[config.mk]
export PLATFORM = sky130hd
export DESIGN_NAME = pixel_format_converter_top_flat
export DESIGN_NICKNAME = d
export VERILOG_FILES = /design/src/design/pfc_pkg.sv /design/src/design/pfc_if.sv /design/src/design/pixel_format_converter_top.sv /design/src/flat_wrapper.sv
export VERILOG_INCLUDE_DIRS = /design/src /design/src/design
export SDC_FILE = /design/constraint.sdc
export NUM_CORES = 1
export LEC_CHECK = 0
export BUFFER_PORTS_ARGS = -buffer_cell sky130_fd_sc_hd__buf_4
export CAP_MARGIN = 0
export CORE_MARGIN = 3
export CORE_UTILIZATION = 60
export DETAILED_ROUTE_END_ITERATION = 6
export GPL_ROUTABILITY_DRIVEN = 0
export GPL_TIMING_DRIVEN = 0
export PLACE_DENSITY = 0.82
export REMOVE_ABC_BUFFERS = 1
export SLEW_MARGIN = 20
export SYNTH_ARGS = -nofsm -noshare
export SYNTH_HDL_FRONTEND = slang
export SYNTH_SLANG_ARGS = --single-unit
[constraint.sdc]
create_clock -name clk_i -period 9.1 [get_ports clk_i]
set_clock_uncertainty 0.1 [all_clocks]
set_input_delay 0.91 -clock clk_i [delete_from_list [all_inputs] [get_ports clk_i]]
set_output_delay 0.91 -clock clk_i [all_outputs]
set_load 0.005 [all_outputs]
[src/design/pixel_format_converter_top_assert.svh]
// ----------------------------------------------------------------------------
// Pixel format converter assertion macros
// Shorthand for the concurrent checks used in the converter RTL.
// ----------------------------------------------------------------------------
`ifndef PIXEL_FORMAT_CONVERTER_TOP_ASSERT_SVH
`define PIXEL_FORMAT_CONVERTER_TOP_ASSERT_SVH

// Same-cycle implication, disabled while reset is asserted
`define PFC_ASSERT_IMPL(lbl, clk, rst_n, ante, cons) \
  lbl: assert property (@(posedge clk) disable iff (!rst_n) (ante) |-> (cons)) \
    else $error("pixel format converter check failed");

// Next-cycle implication, disabled while reset is asserted
`define PFC_ASSERT_NEXT(lbl, clk, rst_n, ante, cons) \
  lbl: assert property (@(posedge clk) disable iff (!rst_n) (ante) |=> (cons)) \
    else $error("pixel format converter check failed");

`endif

[src/design/pfc_pkg.sv]
// ----------------------------------------------------------------------------
// Pixel format converter package
// Widths, format codes and transaction payload types shared by the channels and RTL.
// ----------------------------------------------------------------------------
package pfc_pkg;

  localparam int unsigned PixelWidth  = 32;
  localparam int unsigned FormatWidth = 3;
  localparam logic [FormatWidth-1:0] DestFormatReset = 3'd2;

  // Codes 0 and 7 are invalid and handled by default arms
  typedef enum logic [FormatWidth-1:0] {
    FMT_RGBX8888 = 3'd1,
    FMT_XRGB8888 = 3'd2,
    FMT_RGB888   = 3'd3,
    FMT_XRGB1555 = 3'd4,
    FMT_RGB565   = 3'd5,
    FMT_GREY8    = 3'd6
  } fmt_e;

  typedef struct packed {
    logic [PixelWidth-1:0]  source_pixel;
    logic [FormatWidth-1:0] source_format;
    logic                   last_pixel;
  } in_item_t;

  typedef struct packed {
    logic [PixelWidth-1:0] dest_pixel;
    logic                  bad_format;
    logic                  last_out;
  } out_item_t;

endpackage

[src/design/pfc_if.sv]
// ----------------------------------------------------------------------------
// Pixel format converter channels
// Valid/ready stream interfaces for source pixels and converted pixels.
// ----------------------------------------------------------------------------
interface pfc_in_if;
  import pfc_pkg::*;

  logic                   valid;
  logic                   ready;
  logic [PixelWidth-1:0]  source_pixel;
  logic [FormatWidth-1:0] source_format;
  logic                   last_pixel;

  modport source (output valid, output source_pixel, output source_format,
                  output last_pixel, input ready);
  modport sink   (input valid, input source_pixel, input source_format,
                  input last_pixel, output ready);
endinterface

interface pfc_out_if;
  import pfc_pkg::*;

  logic                  valid;
  logic                  ready;
  logic [PixelWidth-1:0] dest_pixel;
  logic                  bad_format;
  logic                  last_out;

  modport source (output valid, output dest_pixel, output bad_format,
                  output last_out, input ready);
  modport sink   (input valid, input dest_pixel, input bad_format,
                  input last_out, output ready);
endinterface

[src/design/pixel_format_converter_top.sv]
// An input transaction passes through the input register, then the result
// register. Throughput: one pixel per cycle while the result side is ready.
// The conversion (unpack, grey sum and divide-by-3, pack) sits between the
// two registers. Reset clears both stage valid bits and sets the destination
// format register to XRGB8888.
// ----------------------------------------------------------------------------
// Pixel format converter
// Converts one pixel per transaction between six RGB/grey formats.
// ----------------------------------------------------------------------------
module pixel_format_converter_top (
  input  logic                            clk_i,
  input  logic                            rst_ni,
  input  logic                            dest_format_we_i,
  input  logic [pfc_pkg::FormatWidth-1:0] dest_format_i,
  pfc_in_if.sink                          src_i,
  pfc_out_if.source                       dst_o
);
  import pfc_pkg::*;

  `include "pixel_format_converter_top_assert.svh"

  logic [FormatWidth-1:0] dest_format_q;

  logic      s1_valid_q, s1_valid_d;
  in_item_t  s1_item_q;
  logic      s2_valid_q, s2_valid_d;
  out_item_t s2_item_q, s2_item_d;

  logic src_accept;
  logic s2_load;

  // Stage 2 loads whenever it is empty or its transaction leaves this cycle
  assign s2_load    = ~s2_valid_q | dst_o.ready;
  assign src_i.ready = ~s1_valid_q | s2_load;
  assign src_accept = src_i.valid & src_i.ready;

  assign s1_valid_d = src_accept | (s1_valid_q & ~s2_load);
  assign s2_valid_d = s2_load ? s1_valid_q : s2_valid_q;

  always_ff @(posedge clk_i or negedge rst_ni) begin
    if (!rst_ni) begin
      dest_format_q <= DestFormatReset;
      s1_valid_q    <= 1'b0;
      s2_valid_q    <= 1'b0;
    end else begin
      if (dest_format_we_i) begin
        dest_format_q <= dest_format_i;
      end
      s1_valid_q <= s1_valid_d;
      s2_valid_q <= s2_valid_d;
    end
  end

  always_ff @(posedge clk_i) begin
    if (src_accept) begin
      s1_item_q.source_pixel  <= src_i.source_pixel;
      s1_item_q.source_format <= src_i.source_format;
      s1_item_q.last_pixel    <= src_i.last_pixel;
    end
    if (s2_load && s1_valid_q) begin
      s2_item_q <= s2_item_d;
    end
  end

  // Conversion
  logic [PixelWidth-1:0] pix;
  logic [7:0]            r, g, b;
  logic [9:0]            rgb_sum;
  logic [19:0]           grey_prod;
  logic [7:0]            grey;
  logic [PixelWidth-1:0] width_mask;
  logic [PixelWidth-1:0] packed_pix;
  logic                  src_bad;

  assign pix = s1_item_q.source_pixel;

  always_comb begin
    case (fmt_e'(s1_item_q.source_format))
      FMT_RGBX8888: begin
        r = pix[31:24]; g = pix[23:16]; b = pix[15:8];
      end
      FMT_XRGB8888, FMT_RGB888: begin
        r = pix[23:16]; g = pix[15:8]; b = pix[7:0];
      end
      FMT_XRGB1555: begin
        r = {pix[14:10], 3'b000}; g = {pix[9:5], 3'b000}; b = {pix[4:0], 3'b000};
      end
      FMT_RGB565: begin
        r = {pix[15:11], 3'b000}; g = {pix[10:5], 2'b00}; b = {pix[4:0], 3'b000};
      end
      default: begin
        r = pix[7:0]; g = pix[7:0]; b = pix[7:0];
      end
    endcase
  end

  // floor(x/3) as (x * 683) >> 11, exact for x up to 765
  assign rgb_sum   = {2'b00, r} + {2'b00, g} + {2'b00, b};
  assign grey_prod = rgb_sum * 10'd683;
  assign grey      = grey_prod[18:11];

  always_comb begin
    case (fmt_e'(dest_format_q))
      FMT_RGBX8888: packed_pix = {r, g, b, 8'hff};
      FMT_XRGB8888: packed_pix = {8'hff, r, g, b};
      FMT_RGB888:   packed_pix = {8'h00, r, g, b};
      FMT_XRGB1555: packed_pix = {16'h0000, 1'b1, r[7:3], g[7:3], b[7:3]};
      FMT_RGB565:   packed_pix = {16'h0000, r[7:3], g[7:2], b[7:3]};
      FMT_GREY8:    packed_pix = {24'h000000, grey};
      default:      packed_pix = '0;
    endcase
  end

  always_comb begin
    case (fmt_e'(s1_item_q.source_format))
      FMT_RGBX8888, FMT_XRGB8888: width_mask = 32'hffff_ffff;
      FMT_RGB888:                 width_mask = 32'h00ff_ffff;
      FMT_XRGB1555, FMT_RGB565:   width_mask = 32'h0000_ffff;
      FMT_GREY8:                  width_mask = 32'h0000_00ff;
      default:                    width_mask = '0;
    endcase
  end

  assign src_bad = (s1_item_q.source_format == 3'd0) | (&s1_item_q.source_format);

  always_comb begin
    s2_item_d.bad_format = src_bad;
    s2_item_d.last_out   = s1_item_q.last_pixel;
    if (src_bad) begin
      s2_item_d.dest_pixel = '0;
    end else if (s1_item_q.source_format == dest_format_q) begin
      s2_item_d.dest_pixel = pix & width_mask;
    end else begin
      s2_item_d.dest_pixel = packed_pix;
    end
  end

  assign dst_o.valid      = s2_valid_q;
  assign dst_o.dest_pixel = s2_item_q.dest_pixel;
  assign dst_o.bad_format = s2_item_q.bad_format;
  assign dst_o.last_out   = s2_item_q.last_out;

  // Checks
  `PFC_ASSERT_IMPL(a_bad_zero, clk_i, rst_ni, s2_valid_q && s2_item_q.bad_format,
                   s2_item_q.dest_pixel == '0)
  `PFC_ASSERT_NEXT(a_accept_fills_s1, clk_i, rst_ni, src_accept, s1_valid_q)
  `PFC_ASSERT_NEXT(a_s1_moves_on, clk_i, rst_ni, s1_valid_q && s2_load, s2_valid_q)
  `PFC_ASSERT_IMPL(a_s2_from_s1, clk_i, rst_ni, $rose(s2_valid_q), $past(s1_valid_q))

endmodule

[src/flat_wrapper.sv]
// flat-port wrapper written by rule: the top's interface ports become plain ports
module pixel_format_converter_top_flat import pfc_pkg::*;
  (clk_i, rst_ni, dest_format_we_i, dest_format_i, src_i_valid, src_i_source_pixel, src_i_source_format, src_i_last_pixel, src_i_ready, dst_o_valid, dst_o_dest_pixel, dst_o_bad_format, dst_o_last_out, dst_o_ready);
  pfc_in_if src_i_i ();
  pfc_out_if dst_o_i ();
  input  logic clk_i;
  input  logic rst_ni;
  input  logic dest_format_we_i;
  input  logic [pfc_pkg::FormatWidth-1:0] dest_format_i;
  input wire logic [$bits(src_i_i.valid)-1:0] src_i_valid;
  input wire logic [$bits(src_i_i.source_pixel)-1:0] src_i_source_pixel;
  input wire logic [$bits(src_i_i.source_format)-1:0] src_i_source_format;
  input wire logic [$bits(src_i_i.last_pixel)-1:0] src_i_last_pixel;
  output wire logic [$bits(src_i_i.ready)-1:0] src_i_ready;
  output wire logic [$bits(dst_o_i.valid)-1:0] dst_o_valid;
  output wire logic [$bits(dst_o_i.dest_pixel)-1:0] dst_o_dest_pixel;
  output wire logic [$bits(dst_o_i.bad_format)-1:0] dst_o_bad_format;
  output wire logic [$bits(dst_o_i.last_out)-1:0] dst_o_last_out;
  input wire logic [$bits(dst_o_i.ready)-1:0] dst_o_ready;
  assign src_i_i.valid = src_i_valid;
  assign src_i_i.source_pixel = src_i_source_pixel;
  assign src_i_i.source_format = src_i_source_format;
  assign src_i_i.last_pixel = src_i_last_pixel;
  assign src_i_ready = src_i_i.ready;
  assign dst_o_valid = dst_o_i.valid;
  assign dst_o_dest_pixel = dst_o_i.dest_pixel;
  assign dst_o_bad_format = dst_o_i.bad_format;
  assign dst_o_last_out = dst_o_i.last_out;
  assign dst_o_i.ready = dst_o_ready;
  pixel_format_converter_top u_core (.clk_i(clk_i), .rst_ni(rst_ni), .dest_format_we_i(dest_format_we_i), .dest_format_i(dest_format_i), .src_i(src_i_i), .dst_o(dst_o_i));
endmodule
# == After elaboration in Yosys (flattened, before gate mapping) ==
# Cells that the tools add are included.
# totals
ram_bits,0
register_bits,75
latch_bits,0
input_bits,44
word_cells,47
n_memories,0
output_inout_bits,36
mem_bits_ro,0
# op_classes
n_div,0
multipliers,1
magnitude_cmp,0
bitwise,10
muxes,6
n_addsub,2
reduce_logical,6
shifts,0
eq_ne,13
# op_table
cell,n
$pmux W32 S6,1
$pmux W32 S4,1
$pmux W8 S4,2
$and A32 B32 Y32,1
$mux W32,1
$mul A10 B10 Y19 const B,1
$eq A3 B3 Y1 const B,6
$pmux W8 S2,1
$eq A3 B2 Y1 const B,4
$add A10 B8 Y10,1
$add A8 B8 Y9,1
$eq A3 B1 Y1 const B,2
$reduce_or A2 Y1,3
$or A1 B1 Y1,4
$eq A3 B3 Y1,1
$logic_not A3 Y1,1
$not A1 Y1,3
$reduce_and A3 Y1,1
$and A1 B1 Y1,2
$logic_and A1 B1 Y1,1

# == Logic depth before layout (Yosys ltp) ==
# depth
ltp_word,8
mapped_depth,36
ltp_nobuf,35

# == Worst setup path before layout ==
# Ideal clock, no wire load.
# synth_path
path_kind,flip-flop to flip-flop
start,register u_core.s1_item_q[1] in the netlist's numbering
end,"register u_core.s2_item_q (netlist bit u_core.dst_o.dest_pixel[7]), data pin"
path_buffers,2
setup_time_ns,0.261
path_stages_with_launch,34
required_ns,8.739
synth_period_minus_slack_ns,8.264
t_arrival_ns,7.903
slack_ns,0.836
path_cell_list,edfxtp_1 > buf_2 > buf_4 > and2b_1 > a22oi_1 > nor2_1 > a21o_1 > ha_1 > a21o_1 > a21oi_1 > o21bai_1 > a21oi_1 > o21bai_1 > a21oi_1 > xnor2_1 > ha_1 > or4_1 > o22ai_1 > xor2_1 > xnor2_1 > ha_1 > fa_1 > fa_1 > inv_1 > fa_1 > inv_1 > ha_1 > and2_1 > a221oi_2 > a21bo_2 > nor4_1 > o22ai_2 > xnor3_1 > a221o_1
# synth_via
elab_chain_len,8
word_cells_on_any_way,23
classes_between,add/sub (2); mul (1); eq/ne (7); mux (6); bitwise (2); reduce/logical (5)
# synth_lines
item,line,source
"start, declared",pixel_format_converter_top.sv:25,in_item_t s1_item_q;
$eq A3 B2 Y1,"pixel_format_converter_top.sv:78, pixel_format_converter_top.sv:115",
$reduce_or A2 Y1,pixel_format_converter_top.sv:78,case (fmt_e'(s1_item_q.source_format))
$pmux W8 S4,pixel_format_converter_top.sv:78,
$add A8 B8 Y9,pixel_format_converter_top.sv:98,"assign rgb_sum = {2'b00, r} + {2'b00, g} + {2'b00, b};"
$add A10 B8 Y10,pixel_format_converter_top.sv:98,
$mul A10 B10 Y19,pixel_format_converter_top.sv:99,assign grey_prod = rgb_sum * 10'd683;
$pmux W32 S6,pixel_format_converter_top.sv:103,case (fmt_e'(dest_format_q))
$mux W32,pixel_format_converter_top.sv:131,end else if (s1_item_q.source_format == dest_format_q) begin
"end signal, assigned",pixel_format_converter_top.sv:61,s2_item_q <= s2_item_d;
"end, declared",pixel_format_converter_top.sv:27,"out_item_t s2_item_q, s2_item_d;"
# Parallel ways exist; a longest one is shown, timed or not.
# A chain may end at the register's enable or synchronous reset.

# == Worst setup path in the final report ==
# layout_path
start,register u_core.s1_item_q[3] in the netlist's numbering
end,"register u_core.s2_item_q (netlist bit u_core.dst_o.dest_pixel[7]), data pin"
# The elaborated chain is that of the path after synthesis.

==> qor.txt <==
Tightest Pin Transition: 1.18 ns
Worst-path clk slew: 0.07 ns
CP Max Fanout: 21
max-cap check violation count: 0
final net count: 853
Tmin final: 8.71 ns
IO Pins: 80
most frequent cell after synthesis: ha_1
worst r2r path cells: 32
Hold Crit Class: primary input to asynchronous set/reset pin
CTS H-Tree Depth: 3
EDFF count, synth: 70
cts hold-fix bufs: 0
Syn Inst Count: 640
final worst-path cycle share: 0.957
count of different cell masters after synthesis: 75
Final Hold Viols: 0
Register Area: 2230 sq um
ANT nets after route: 0
clk sinks: 75
layout cells sized above 1: 0.198
Max Freq: 115 MHz
Detail Placement HPWL: 13100 um
CTS tree: done
Max-slew headroom: 0.207
CP endpoint kind: flip-flop
Bufs on Longest Clock Path: 2
pre-CTS WS: -0.637 ns
vias per cell: 6.69
Die Area: 11900 sq um
crit path kind: flip-flop to flip-flop
Starting Density: 0.619
Synth Cell Area: 6390 sq um
clk_lat worst skew: 0.36 ns
vias in the first global route: 5423
Filler Cell Count: 691
Max Slew Vio Count: 0
top post-synthesis cells by area: edfxtp_1, ha_1, fa_1
first-pass GRT wire length: 27200 um
post-DR wirelength/cell: 20.7 um
run status: finished clean
number of detailed-route iterations in the first pass: 6
synthesized area per cell: 9.99 sq um
Multi-input gate area: 3960 sq um
Ys Warns: 0
synth cell count leaders: ha_1, edfxtp_1, nand2_1
Area Growth Syn to Fin: 16.7%
final setup fails: 0
Overall Global Routing Usage: 0.300
post-synth top area share: 0.329
initial antenna violation count: 0
Worst path max stage delay: 0.56 ns
vias: 5745
worst setup margin: 0.392 ns
Core ar.: 10300 sq um
Worst EP required: 9.11 ns
Ant. Diodes: 0
most used cell, CP: ha_1
TritonCTS buffer count: 9
slowest CP cell: fa_1
die width: 109 um
ys async rst share: 0.0667
dominant synthesized flop cell: edfxtp_1
largest net degree at the start of global routing: 37
Die Ht: 109 um
worst endpoint data arrival time: 8.71 ns
IO Port Bufs: 79
crit start category: flip-flop
sequential-to-total area share from yosys stat: 0.348
Row Count: 37
CTS root buffer: clkbuf_8
routed wire length: 17800 um
Iteration-0 DRC Markers: 743
drc violations: 0
Yosys reg bits: 75
Congestion Overflow GR: 0
cell taking the most area after synthesis: edfxtp_1
==> timing repair <==
| action | CTS | global route |
|---|---|---|
| pin swaps | 0 | 3 |
| buffers inserted | 2 | 10 |
| endpoints found under the setup margin | 5 | 7 |
| gates resized for setup | 5 | 10 |
| hold endpoints to repair | 0 | 0 |
==> cells by family after synthesis <==
group                    count (synthesis)  synth area share
AO/OA/AOI/OAI                          205             0.229
XOR/XNOR                                30            0.0432
adder cells (fa/ha/maj)                 91             0.202
buffers and inverters                   72            0.0450
flip-flops                              75             0.348
multiplexers                             8            0.0133
AND/OR/NAND/NOR                        159             0.120
==> final cells by class <==
cell class                 count  area share
multi-input combinational    493       0.530
sequential                    75       0.299
timing repair buffer          94       0.101
tap                          136      0.0228
inverter                      45      0.0226
clock buffer                  10      0.0171
clock inverter                 6     0.00755
==> worst max-delay path, delay by kind of cell, from the launching register on <==
kind	cells	cell delay, ns
and+or+nand+nor	7	1.36
xor gates and xnor gates	4	1.19
buffers and inverters	4	0.50
AOI/OAI and AO/OA	8	1.50
adders and majority gates	9	3.33
DFF	1	0.47
==> state kept, by name, indices dropped and copies added (netlist names) <==
name	count
u_core.s1_item_q	4
u_core.dest_format_q	3
u_core.dst_o.last_out	1
u_core.s1_valid_q	1
u_core.dst_o.bad_format	1
u_core.dst_o.valid	1
u_core.dst_o.dest_pixel	32
u_core.pix	32
==> final timing paths <==
| path | from | end | slack (ns) |
|---|---|---|---|
| worst max register to register | u_core.s1_item_q[3] | u_core.dst_o.dest_pixel[7] | 0.39 |
| worst min-delay path | rst_ni | u_core.dst_o.valid | 0.24 |
| worst max-delay path | u_core.s1_item_q[3] | u_core.dst_o.dest_pixel[7] | 0.39 |
| max in group asynchronous | rst_ni | u_core.dest_format_q[1] | 8.47 |
| worst min register to register | u_core.s1_item_q[0] | u_core.dst_o.last_out | 0.33 |
| min in group clk_i | u_core.s1_item_q[0] | u_core.dst_o.last_out | 0.33 |
==> stage by stage <==
stage          utilization  TNS [ns]  hold slack (ns)  std cells  cell area (sq um)
3_3_place_gp         0.682     -1.02            0.302        828               7040
3_5_place_dp         0.687     -1.22            0.308        831               7090
2_1_floorplan            -         0            0.300        613               6280
4_1_cts              0.710         0            0.242        849               7330
5_1_grt              0.723   -0.0205            0.235        859               7460
6_report             0.723         0            0.240        859               7460
==> cell usage in the layout (no fill, tap or decap), types with 5 or more instances in the layout <==
master	synthesis	layout
nor2b_1	9	8
xnor2_1	16	14
xor2_1	13	12
a21o_1	10	10
a31oi_1	5	5
o2bb2ai_1	8	8
a21oi_1	29	27
a21oi_2	3	5
nor3_1	10	10
nor2_1	34	34
o21ai_0	15	14
o21a_1	9	9
edfxtp_1	70	70
nand2b_1	10	10
nand2_1	59	58
clkbuf_8	0	9
nand3_1	8	8
a211oi_1	6	6
a22oi_1	33	33
o31ai_1	7	7
ha_1	71	71
fa_1	20	20
buf_4	2	88
and2_1	7	5
a221o_1	7	7
inv_1	41	41
o21ai_1	23	22
==> metal layers <==
layer  up-vias  wire length, um  share of wire  track usage
li1       2558                -              -            -
met3        95             2650           0.15        0.105
met5         -                0              0            0
met2       430             7640           0.43        0.449
met1      2662             6780           0.38        0.406
met4         0              688          0.039        0.108
Power is not shown: default switching activity piles up to over one toggle a cycle in this logic, so the estimate is an artifact.
